`config.mk`:
```
export PLATFORM = sky130hd
export DESIGN_NAME = bond_set_canonical_form_core_flat
export DESIGN_NICKNAME = d
export VERILOG_FILES = /design/src/hw/rtl/bscf_pkg.sv /design/src/hw/rtl/bscf_if.sv /design/src/hw/rtl/bond_set_canonical_form_core.sv /design/src/flat_wrapper.sv
export SDC_FILE = /design/constraint.sdc
export NUM_CORES = 2
export LEC_CHECK = 0
export ABC_AREA = 1
export BUFFER_PORTS_ARGS = -buffer_cell sky130_fd_sc_hd__buf_4
export CAP_MARGIN = 20
export CORE_ASPECT_RATIO = 0.9
export CORE_MARGIN = 3
export CORE_UTILIZATION = 50
export DETAILED_ROUTE_END_ITERATION = 10
export PLACE_DENSITY = 0.7
export REMOVE_ABC_BUFFERS = 1
export SETUP_SLACK_MARGIN = 0.5
export SLEW_MARGIN = 20
export SYNTH_ARGS = -nofsm -noshare
export SYNTH_HDL_FRONTEND = slang
export SYNTH_SLANG_ARGS = --single-unit
```
`constraint.sdc`:
```
create_clock -name clk -period 11.8 [get_ports clk]
set_input_delay 2.36 -clock clk [delete_from_list [all_inputs] [get_ports clk]]
set_output_delay 2.36 -clock clk [all_outputs]
set_load 0.01 [all_outputs]
```
`src/hw/rtl/bscf_pkg.sv`:
```
// Shared constants for the bond set canonical form block.
package bscf_pkg;
  localparam int unsigned NUM_SYM = 8;
  localparam int unsigned SYM_BITS = 3;
  localparam int unsigned SWAP_SYM = 4;
endpackage

```
`src/hw/rtl/bscf_if.sv`:
```
// Valid/ready stream interfaces for bond input and canonical result channels.
interface bscf_in_if #(parameter int COORD_BITS = 6) (input logic clk);
  logic                  valid;
  logic                  ready;
  logic [COORD_BITS-1:0] bond_x;
  logic [COORD_BITS-1:0] bond_y;
  logic                  bond_dir;
  logic                  last_bond;
  modport source (output valid, bond_x, bond_y, bond_dir, last_bond, input ready);
  modport sink (input valid, bond_x, bond_y, bond_dir, last_bond, output ready);
endinterface

interface bscf_out_if #(parameter int COORD_BITS = 6) (input logic clk);
  logic                  valid;
  logic                  ready;
  logic [COORD_BITS-1:0] out_x;
  logic [COORD_BITS-1:0] out_y;
  logic                  out_dir;
  logic                  out_last;
  modport source (output valid, out_x, out_y, out_dir, out_last, input ready);
  modport sink (input valid, out_x, out_y, out_dir, out_last, output ready);
endinterface

```
`src/hw/rtl/bond_set_canonical_form_core.sv`:
```
// Bond set canonical form: loads a bond set and emits its lowest D4 image.
//
// Bonds arrive one transfer per cycle while the block is loading. A
// last_bond item starts the search: for each of the eight symmetries one
// pass transforms the bonds and finds the minimum x and y, then an
// insertion sort builds the image one key per step using a single shared
// compare (a fetch step, one shift step per shifted key and an insert step
// per key), then for every symmetry but the first a compare pass checks it
// against the best image and a copy pass keeps it when lower; the first
// image is always copied. The set then streams out one bond per accepted
// output transfer. The sort, done by the one shared comparator over the
// candidate store, sets most of the run time. Bonds beyond MAX_BONDS are
// dropped; a last_bond on a dropped bond still starts the search.
module bond_set_canonical_form_core #(
  parameter int MAX_BONDS  = 24,
  parameter int COORD_BITS = 6
) (
  input  logic clk,
  input  logic rst_n,
  bscf_in_if.sink    in_ch,
  bscf_out_if.source out_ch
);
  import bscf_pkg::*;

  localparam int IDX_BITS = (MAX_BONDS > 1) ? $clog2(MAX_BONDS) : 1;
  localparam int CNT_BITS = $clog2(MAX_BONDS + 1);
  localparam int FW       = COORD_BITS + 2;       // translated field width
  localparam int KEY_W    = 2 * FW + 1;
  localparam int SW       = COORD_BITS + 2;       // signed image coordinate

  typedef enum logic [2:0] {
    ST_LOAD, ST_XFORM, ST_SORT, ST_CMP, ST_COPY, ST_EMIT
  } state_t;

  state_t                 state_r;
  logic [CNT_BITS-1:0]    count_r;
  logic [SYM_BITS-1:0]    sym_r;
  logic [CNT_BITS-1:0]    i_r;        // outer index
  logic [CNT_BITS-1:0]    j_r;        // insertion slot
  logic [KEY_W-1:0]       key_r;      // key being inserted
  logic signed [SW-1:0]   minx_r, miny_r;
  logic                   done_cmp_r;

  logic [2*COORD_BITS:0]  in_mem   [MAX_BONDS];
  logic [KEY_W-1:0]       cand_mem [MAX_BONDS];
  logic [KEY_W-1:0]       best_mem [MAX_BONDS];
  logic signed [SW-1:0]   imx_mem  [MAX_BONDS];
  logic signed [SW-1:0]   imy_mem  [MAX_BONDS];
  logic                   imd_mem  [MAX_BONDS];

  // shared symmetry unit on the bond at i_r
  logic [2*COORD_BITS:0]  cur_bond;
  logic signed [SW-1:0]   px, py, rx, ry;
  logic                   nd;
  logic [IDX_BITS-1:0]    ii, jj, jm1;
  logic [KEY_W-1:0]       new_key, prev_key;
  logic [FW-1:0]          tx, ty;
  logic signed [SW-1:0]   ex, ey;

  assign ii  = i_r[IDX_BITS-1:0];
  assign jj  = j_r[IDX_BITS-1:0];
  assign jm1 = IDX_BITS'(j_r - 1'b1);
  assign cur_bond = in_mem[ii];

  always_comb begin
    nd = cur_bond[0] ^ (sym_r >= SYM_BITS'(SWAP_SYM));
    px = (sym_r >= SYM_BITS'(SWAP_SYM)) ? SW'(cur_bond[2*COORD_BITS:COORD_BITS+1])
                                        : SW'(cur_bond[COORD_BITS:1]);
    py = (sym_r >= SYM_BITS'(SWAP_SYM)) ? SW'(cur_bond[COORD_BITS:1])
                                        : SW'(cur_bond[2*COORD_BITS:COORD_BITS+1]);
    rx = sym_r[0] ? (-px - SW'(!nd)) : px;
    ry = sym_r[1] ? (-py - SW'(nd))  : py;
    ex = imx_mem[ii] - minx_r;
    ey = imy_mem[ii] - miny_r;
    tx = ex[FW-1:0];
    ty = ey[FW-1:0];
    new_key  = {ty, tx, imd_mem[ii]};
    prev_key = cand_mem[jm1];
  end

  assign in_ch.ready  = (state_r == ST_LOAD);
  assign out_ch.valid = (state_r == ST_EMIT);
  assign out_ch.out_x    = best_mem[ii][COORD_BITS:1];
  assign out_ch.out_y    = best_mem[ii][FW+COORD_BITS:FW+1];
  assign out_ch.out_dir  = best_mem[ii][0];
  assign out_ch.out_last = (i_r + 1'b1 == count_r);

  always_ff @(posedge clk) begin
    if (!rst_n) begin
      state_r <= ST_LOAD;
      count_r <= '0;
      sym_r   <= '0;
      i_r     <= '0;
      j_r     <= '0;
    end else begin
      case (state_r)
        ST_LOAD: begin
          if (in_ch.valid) begin
            if (count_r < CNT_BITS'(MAX_BONDS)) begin
              in_mem[count_r[IDX_BITS-1:0]] <= {in_ch.bond_y, in_ch.bond_x, in_ch.bond_dir};
              count_r <= count_r + 1'b1;
            end
            if (in_ch.last_bond) begin
              state_r <= ST_XFORM;
              sym_r   <= '0;
              i_r     <= '0;
            end
          end
        end
        ST_XFORM: begin
          // transform bond i and track minimum
          imx_mem[ii] <= rx;
          imy_mem[ii] <= ry;
          imd_mem[ii] <= nd;
          if (i_r == '0 || rx < minx_r) minx_r <= rx;
          if (i_r == '0 || ry < miny_r) miny_r <= ry;
          if (i_r + 1'b1 >= count_r) begin
            state_r <= ST_SORT;
            i_r     <= '0;
            j_r     <= '0;
            key_r   <= '0;
            done_cmp_r <= 1'b1;
          end else begin
            i_r <= i_r + 1'b1;
          end
        end
        ST_SORT: begin
          // done_cmp_r: fetch new key at slot i; else shift or insert step
          if (done_cmp_r) begin
            key_r <= new_key;
            j_r   <= i_r;
            done_cmp_r <= 1'b0;
          end else if (j_r != '0 && prev_key > key_r) begin
            cand_mem[jj] <= prev_key;
            j_r <= j_r - 1'b1;
          end else begin
            cand_mem[jj] <= key_r;
            done_cmp_r <= 1'b1;
            if (i_r + 1'b1 >= count_r) begin
              i_r     <= '0;
              state_r <= (sym_r == '0) ? ST_COPY : ST_CMP;
            end else begin
              i_r <= i_r + 1'b1;
            end
          end
        end
        ST_CMP: begin
          if (cand_mem[ii] != best_mem[ii]) begin
            i_r <= '0;
            if (cand_mem[ii] < best_mem[ii]) begin
              state_r <= ST_COPY;
            end else begin
              sym_r   <= sym_r + 1'b1;
              state_r <= (sym_r == SYM_BITS'(NUM_SYM - 1)) ? ST_EMIT : ST_XFORM;
            end
          end else if (i_r + 1'b1 >= count_r) begin
            i_r   <= '0;
            sym_r <= sym_r + 1'b1;
            state_r <= (sym_r == SYM_BITS'(NUM_SYM - 1)) ? ST_EMIT : ST_XFORM;
          end else begin
            i_r <= i_r + 1'b1;
          end
        end
        ST_COPY: begin
          best_mem[ii] <= cand_mem[ii];
          if (i_r + 1'b1 >= count_r) begin
            i_r   <= '0;
            sym_r <= sym_r + 1'b1;
            state_r <= (sym_r == SYM_BITS'(NUM_SYM - 1)) ? ST_EMIT : ST_XFORM;
          end else begin
            i_r <= i_r + 1'b1;
          end
        end
        ST_EMIT: begin
          if (out_ch.ready) begin
            if (i_r + 1'b1 == count_r) begin
              state_r <= ST_LOAD;
              count_r <= '0;
              i_r     <= '0;
              sym_r   <= '0;
            end else begin
              i_r <= i_r + 1'b1;
            end
          end
        end
        default: state_r <= ST_LOAD;
      endcase
    end
  end
endmodule
```
`src/flat_wrapper.sv`:
```
// flat-port wrapper written by rule: the top's interface ports become plain ports
module bond_set_canonical_form_core_flat import bscf_pkg::*;
#(
  parameter int MAX_BONDS  = 24,
  parameter int COORD_BITS = 6
)
  (clk, rst_n, in_ch_valid, in_ch_bond_x, in_ch_bond_y, in_ch_bond_dir, in_ch_last_bond, in_ch_ready, out_ch_valid, out_ch_out_x, out_ch_out_y, out_ch_out_dir, out_ch_out_last, out_ch_ready);
  bscf_in_if #(.COORD_BITS(COORD_BITS)) in_ch_i (.clk(clk));
  bscf_out_if #(.COORD_BITS(COORD_BITS)) out_ch_i (.clk(clk));
  input  logic clk;
  input  logic rst_n;
  input wire logic [$bits(in_ch_i.valid)-1:0] in_ch_valid;
  input wire logic [$bits(in_ch_i.bond_x)-1:0] in_ch_bond_x;
  input wire logic [$bits(in_ch_i.bond_y)-1:0] in_ch_bond_y;
  input wire logic [$bits(in_ch_i.bond_dir)-1:0] in_ch_bond_dir;
  input wire logic [$bits(in_ch_i.last_bond)-1:0] in_ch_last_bond;
  output wire logic [$bits(in_ch_i.ready)-1:0] in_ch_ready;
  output wire logic [$bits(out_ch_i.valid)-1:0] out_ch_valid;
  output wire logic [$bits(out_ch_i.out_x)-1:0] out_ch_out_x;
  output wire logic [$bits(out_ch_i.out_y)-1:0] out_ch_out_y;
  output wire logic [$bits(out_ch_i.out_dir)-1:0] out_ch_out_dir;
  output wire logic [$bits(out_ch_i.out_last)-1:0] out_ch_out_last;
  input wire logic [$bits(out_ch_i.ready)-1:0] out_ch_ready;
  assign in_ch_i.valid = in_ch_valid;
  assign in_ch_i.bond_x = in_ch_bond_x;
  assign in_ch_i.bond_y = in_ch_bond_y;
  assign in_ch_i.bond_dir = in_ch_bond_dir;
  assign in_ch_i.last_bond = in_ch_last_bond;
  assign in_ch_ready = in_ch_i.ready;
  assign out_ch_valid = out_ch_i.valid;
  assign out_ch_out_x = out_ch_i.out_x;
  assign out_ch_out_y = out_ch_i.out_y;
  assign out_ch_out_dir = out_ch_i.out_dir;
  assign out_ch_out_last = out_ch_i.out_last;
  assign out_ch_i.ready = out_ch_ready;
  bond_set_canonical_form_core #(.MAX_BONDS(MAX_BONDS), .COORD_BITS(COORD_BITS)) u_core (.clk(clk), .rst_n(rst_n), .in_ch(in_ch_i), .out_ch(out_ch_i));
endmodule
```
### Word-level counts from Yosys, hierarchy flattened

Memory sizes are Yosys's and may differ from the RTL's. A register that Yosys moved wholly into a read port is not among the register bits.
Cells that the tools add are included.

| word-level totals | value |
|---|---|
| register bits | 55 |
| latch bits | 0 |
| RAM bits | 1536 |
| memory bits (read-only) | 0 |
| bits of input ports | 18 |
| output and inout port bits | 16 |
| word-level logic and storage cells | 157 |
| memories | 6 |

Memory list:

| memory | words | width | rd ports | clocked after memory_dff | write ports | line | text |
|---|---|---|---|---|---|---|---|
| u_core.best_mem | 24 | 17 | 1 | 1 | 1 | bond_set_canonical_form_core.sv:46 | `logic [KEY_W-1:0] best_mem [MAX_BONDS];` |
| u_core.cand_mem | 24 | 17 | 2 | 1 | 1 | bond_set_canonical_form_core.sv:45 | `logic [KEY_W-1:0] cand_mem [MAX_BONDS];` |
| u_core.in_mem | 24 | 13 | 1 | 1 | 1 | bond_set_canonical_form_core.sv:44 | `logic [2*COORD_BITS:0] in_mem [MAX_BONDS];` |
| u_core.imx_mem | 24 | 8 | 1 | 1 | 1 | bond_set_canonical_form_core.sv:47 | `logic signed [SW-1:0] imx_mem [MAX_BONDS];` |
| u_core.imy_mem | 24 | 8 | 1 | 1 | 1 | bond_set_canonical_form_core.sv:48 | `logic signed [SW-1:0] imy_mem [MAX_BONDS];` |
| u_core.imd_mem | 24 | 1 | 1 | 1 | 1 | bond_set_canonical_form_core.sv:49 | `logic imd_mem [MAX_BONDS];` |

| cells by class | value |
|---|---|
| add/sub/neg operators | 10 |
| multiply operators | 0 |
| div/mod/pow operators | 0 |
| order comparisons | 7 |
| eq/ne operators | 20 |
| shift-type cells | 0 |
| muxes and demuxes | 81 |
| bitwise logic cells | 2 |
| reduce and logical (&&, ||, !) cells | 22 |

Operators with widths:

| operator | count |
|---|---|
| 5-bit 2-to-1 mux | 27 |
| 3-bit 2-to-1 mux | 18 |
| 17-bit 2-to-1 mux | 3 |
| 17-bit one-hot mux with 2 select lines | 1 |
| 5-bit one-hot mux with 5 select lines | 1 |
| 1-bit 2-to-1 mux | 22 |
| 5-bit one-hot mux with 2 select lines | 2 |
| 3-bit one-hot mux with 6 select lines | 1 |
| 17-bit > comparator | 1 |
| 17-bit < comparator | 1 |
| 17-bit != test | 1 |
| 8-bit < comparator | 2 |
| 8-bit 2-to-1 mux | 2 |
| 8-bit negation | 2 |
| 8-bit by 1-bit subtractor with 8-bit output | 2 |
| 8-bit subtractor | 2 |
| 6-bit 2-to-1 mux | 2 |
| 2-bit by 1-bit != test with 1-bit output, second input constant | 6 |
| 3-bit one-hot mux with 4 select lines | 1 |
| 3-bit AND reduction | 4 |
| 6-bit AND reduction | 2 |
| 5-bit by 1-bit adder with 5-bit output, second input constant | 2 |
| 5-bit nonzero test | 2 |
| 3-bit == test, second input constant | 3 |
| 25 further kinds | 32 |

### Logic depth before layout (Yosys ltp)

An unclocked memory read counts as a cell.

| logic depth | value |
|---|---|
| depth in word-level cells | 10 |
| gate-level depth with buffers | 29 |
| gate-level depth less buffers | 28 |

### Worst setup path before layout

Ideal clock, no wire load.

| timing path | value |
|---|---|
| kind | reg2reg |
| start | register u_core.j_r[0] |
| end | memory u_core.cand_mem[0][16] (netlist name) (data pin) |
| library setup time | 0.392 ns |
| arrival | 5.259 ns |
| required time | 11.408 ns |
| slack | 6.149 ns |
| stages on the path, launching flop included | 25 |
| path buffers | 7 |
| clock period less this slack | 5.651 ns |
| cell sequence | dfxtp_1 -> buf_2 -> inv_2 -> clkbuf_1 -> buf_1 -> ha_1 -> buf_2 -> inv_2 -> clkbuf_1 -> buf_1 -> nand3_1 -> a221oi_1 -> a21oi_1 -> ha_1 -> nand2_1 -> inv_1 -> nand3_1 -> nor3_1 -> a41oi_1 -> a21oi_1 -> nand2_1 -> nor2_1 -> inv_1 -> clkbuf_1 -> o21ai_0 |

| on the way | value |
|---|---|
| word-level cells in the longest chain between the ends | 10 |
| elaborated cells between the ends (all ways) | 11 |
| classes of those cells | 1 x add/sub; 1 x order compare; 6 x mux; 2 x reduce/logical; 1 x memory |

Ends and longest elaborated chain:

| element | line | text |
|---|---|---|
| start: declaration | bond_set_canonical_form_core.sv:39 | `logic [CNT_BITS-1:0] j_r;` |
| start signal: assignment | bond_set_canonical_form_core.sv:131 | `j_r <= i_r;` |
| start signal: assignment | bond_set_canonical_form_core.sv:135 | `j_r <= j_r - 1'b1;` |
| 5-bit by 1-bit subtractor with 5-bit output | bond_set_canonical_form_core.sv:62 | `assign jm1 = IDX_BITS'(j_r - 1'b1);` |
| memory read 24 x 17 bit | - |  |
| 17-bit > comparator | bond_set_canonical_form_core.sv:133 | `end else if (j_r != '0 && prev_key > key_r) begin` |
| 1-bit logical AND | bond_set_canonical_form_core.sv:133 |  |
| 1-bit 2-to-1 mux | bond_set_canonical_form_core.sv:133 |  |
| 1-bit 2-to-1 mux | - |  |
| 1-bit 2-to-1 mux | bond_set_canonical_form_core.sv:96 | `case (state_r)` |
| 1-bit 2-to-1 mux | bond_set_canonical_form_core.sv:89 | `if (!rst_n) begin` |
| 1-bit 2-to-1 mux (implied by the code) | bond_set_canonical_form_core.sv:137 | `cand_mem[jj] <= key_r;` |
| 17-bit 2-to-1 mux (no line) (*) | - |  |
| end: declaration | bond_set_canonical_form_core.sv:45 |  |

Mark *: on every way between the ends. The rest lies on a longest branch, timed or not.

### Worst setup path after layout

| timing path | value |
|---|---|
| start | register u_core.j_r[0] |
| end | memory u_core.cand_mem[13][6] (netlist name) (data pin) |

Same word-level chain as after synthesis.

==> key figures <==
Route
  – Wire length per cell: approximately 24 um
  – DR pass1 iterations: 6
  – Routed vias/inst: about 6.3
  – Met2 wire length: a little under 90000 um
  – Drt total wl: 191000 um
  – Metal3 WL: 21700 um
  – Detailed Route Iter0 Violations: 6541
  – Number of remaining DRC errors: 0
  – Top sig layer: met5
  – Via count: 49.1k
  – M1 WL: ~75000 um
  – Post-route ant nets: 0

Global routing
  – First-pass GRT wire length: 284000 um
  – GRT Total Usage: between 20% and 30%
  – Gr ovfl total: 0
  – Number of global-route vias before repair: 46.1k
  – Initial antenna violation count: 2
  – Largest net degree at the start of global routing: between 150 and 200

Clocking
  – Postcts setup bufs: 0
  – Post-cts resize count: 0
  – H-tree depth: 4
  – CTS tree: yes
  – Worst-path clk slew: approximately 60 ps
  – CTS Buf Count: around 160
  – Sink Count: 1596
  – Maximum clock path buffer count: 3
  – CTS Hold Bufs: 0
  – Clock latency on the worst-skew pair: around 800 ps
  – Root buffer cell: clkbuf_16

Logic synthesis
  – Top FF cell, synth: edfxtp_1
  – EDFF count, synth: 1570
  – Mean Syn Cell Area: approximately 12 sq um
  – Area of the mapped netlist: 69500 sq um
  – Post-synthesis cell type count: 49
  – Post-synthesis register bit count: 1596
  – Post-Syn Instances: just under 6k
  – Share of flip-flops with an asynchronous set or reset: 0%
  – Post-synthesis sequential area ratio: 68.6%
  – YS warnings: 0

Power
  – Final Power: roughly 19 mW
  – Gate power share: between 30% and 40%
  – Peak supply drop: 0.000172 V
  – P per Cell Area: about 250 nW/um^2
  – Clock share of power: about a quarter
  – Reg power frac: 40.6%
  – Sw frac: between 30 and 40%
  – Internal power: ~12 mW
  – Leakage: ~26 nW
  – Psw: about 7 mW

STA
  – Final count of hold timing violations: 0
  – Fin crit period: ~7200 ps
  – Peak Freq: 138 MHz
  – Fin crit share: 61.4%
  – Worst-margin pin slew: approximately 1200 ps
  – Worst rel slew slack: between 20% and 30%
  – Setup Skew: approximately 33 ps
  – RSZ-0062 raised after global routing: false
  – Post-route setup slack: roughly 4600 ps
  – Setup-failing EPs final: 0
  – Slew Viols, Final: 0
  – Fin Setup TNS: 0 ps

Placement
  – Final HPWL DP: between 100000 and 150000 um
  – I/O Buffers: 33
  – Worst slack, placed: ~5000 ps
  – Placer Congestion: approximately 0.88

Floorplan
  – Initial Util: 50.5%
  – Ports: 34
  – DIE AREA: 143000 sq um
  – Die W: approximately 400 um
  – Site row count: about 130
  – Core area: 138000 sq um
  – Die height: about 360 um

Job
  – Max-cap violations: 0

Hold path
  – Hold Crit Class: flip-flop to flip-flop

Critical path
  – CP Max Fanout: 74
  – Critical path required time: about 12000 ps
  – Crit path kind: flip-flop to flip-flop
  – Critical Path Sink Type: flip-flop
  – Startpoint types: flip-flop
  – Crit path DAT: 7870 ps

Layout
  – Syn-to-layout area delta: 10.4%
  – Most common cell after layout, fill and taps aside: edfxtp_1
  – Final Util: 55.7%
  – Final Net Count: 5990
  – Layout cell share with drive strength beyond 1: under 10%
  – Most frequent cells in the layout: edfxtp_1, o21ai_0, nor2_1

Outcome
  – Status: complete, no violations
[cells by family (layout without fill, tap and decap cells)]
| family | after synthesis | after routing | synth area share, % |
|---|---|---|---|
| AO/OA/AOI/OAI | 1837 | 1837 | 15.2 |
| XOR/XNOR | 9 | 9 | 0.124 |
| adder cells (fa/ha/maj) | 98 | 98 | 1.79 |
| buffers and inverters | 704 | 729 | 4.33 |
| flip-flops | 1596 | 1596 | 68.6 |
| multiplexers | 2 | 2 | 0.0288 |
| other | 0 | 1 | 0 |
| AND/OR/NAND/NOR | 1721 | 1721 | 9.88 |
[cell type report]
type	instances	area (sq um)
diodes	1	2.50
well taps	1834	2290
clock buffers	188	4070
clock inverters	87	857
flip-flops and latches	1596	47700
inverters	281	1080
multi-input cells	3667	19300
repair buffers	173	1380
fillers	11000	61000
[sequential cells by signal (all words and copies together), names as in the netlist, 8 cells and up, named ones only]
| name | cells |
|---|---|
| u_core.key_r | 17 |
| u_core.imy_mem | 192 |
| u_core.imx_mem | 192 |
| u_core.cand_mem | 408 |
| u_core.best_mem | 408 |
| u_core.minx_r | 8 |
| u_core.in_mem | 312 |
| u_core.miny_r | 8 |
| u_core.imd_mem | 24 |
[layer usage]
metal,up-vias,track usage [%]
met5,-,0
met2,2925,39.9
li1,21800,-
met4,2,10.6
met1,23900,36.5
met3,476,5.50
[power groups by stage]
stage | sequential [mW] | combinational, mW | clock, mW
after detailed placement | 7.85 | 6.23 | 0
after global routing | 7.74 | 7.03 | 5.15
after floorplan | 8.09 | 3.72 | 0
after global placement | 7.84 | 6.06 | 0
final | 7.73 | 6.43 | 4.86
after CTS | 7.73 | 6.27 | 4.91
[worst max-delay path, cell delays in order, from the launching register on]
cell,delay [ps]
dfxtp_4,800
inv_4,460
ha_2,370
inv_1,70
nor2_1,70
nor2_4,520
clkinv_1,990
a221oi_1,590
a21oi_1,100
ha_1,310
nand2_1,120
inv_1,80
nand3_1,90
nor3_1,300
a41oi_1,190
a21oi_1,320
nand2_1,190
nor2_1,230
inv_1,60
buf_4,270
o21ai_1,560
buf_4,310
[Yosys cell counts, drive strengths merged (3+ instances only)]
| cell type | number | area share, % |
|---|---|---|
| nor3b | 3 | 0.032 |
| nand2 | 575 | 3.1 |
| a211oi | 18 | 0.19 |
| o311ai | 32 | 0.40 |
| o21bai | 3 | 0.032 |
| ha | 96 | 1.7 |
| buf | 199 | 1.6 |
| clkbuf | 224 | 1.2 |
| a21oi | 336 | 2.4 |
| nor2 | 838 | 4.5 |
| edfxtp | 1570 | 68 |
| nand3 | 281 | 2.0 |
| xor2 | 7 | 0.099 |
| clkinv | 4 | 0.022 |
| nor3 | 22 | 0.16 |
| dfxtp | 26 | 0.75 |
| o22ai | 81 | 0.73 |
| a221o | 3 | 0.043 |
| o21ai | 1035 | 7.5 |
| a31oi | 20 | 0.18 |
| o211ai | 65 | 0.70 |
| a221oi | 5 | 0.063 |
| o31ai | 5 | 0.054 |
| o221ai | 222 | 2.8 |
| inv | 277 | 1.5 |
[stage by stage]
step | cells | cell area (sq um) | hold WS [ps]
after floorplan | 5544 | 67500 | 498
after global placement | 7550 | 71700 | 534
after detailed placement | 7551 | 71700 | 540
after CTS | 7826 | 76600 | 552
after global routing | 7826 | 76700 | 594
final | 7827 | 76700 | 575
[final timing paths]
path | start | end | slack, ps | depth (start not counted)
worst min register to register | u_core.j_r[1]$_SDFFE_PN0P_ | u_core.j_r[1]$_SDFFE_PN0P_ | 580 | 2
worst max register to register | u_core.j_r[0]$_SDFFE_PN0P_ | u_core.cand_mem[13][6]$_DFFE_PP_ | 4560 | 21
worst max-delay path | u_core.j_r[0]$_SDFFE_PN0P_ | u_core.cand_mem[13][6]$_DFFE_PP_ | 4560 | 21
worst min-delay path | u_core.j_r[1]$_SDFFE_PN0P_ | u_core.j_r[1]$_SDFFE_PN0P_ | 580 | 2
(Power assumes the default switching activity.)
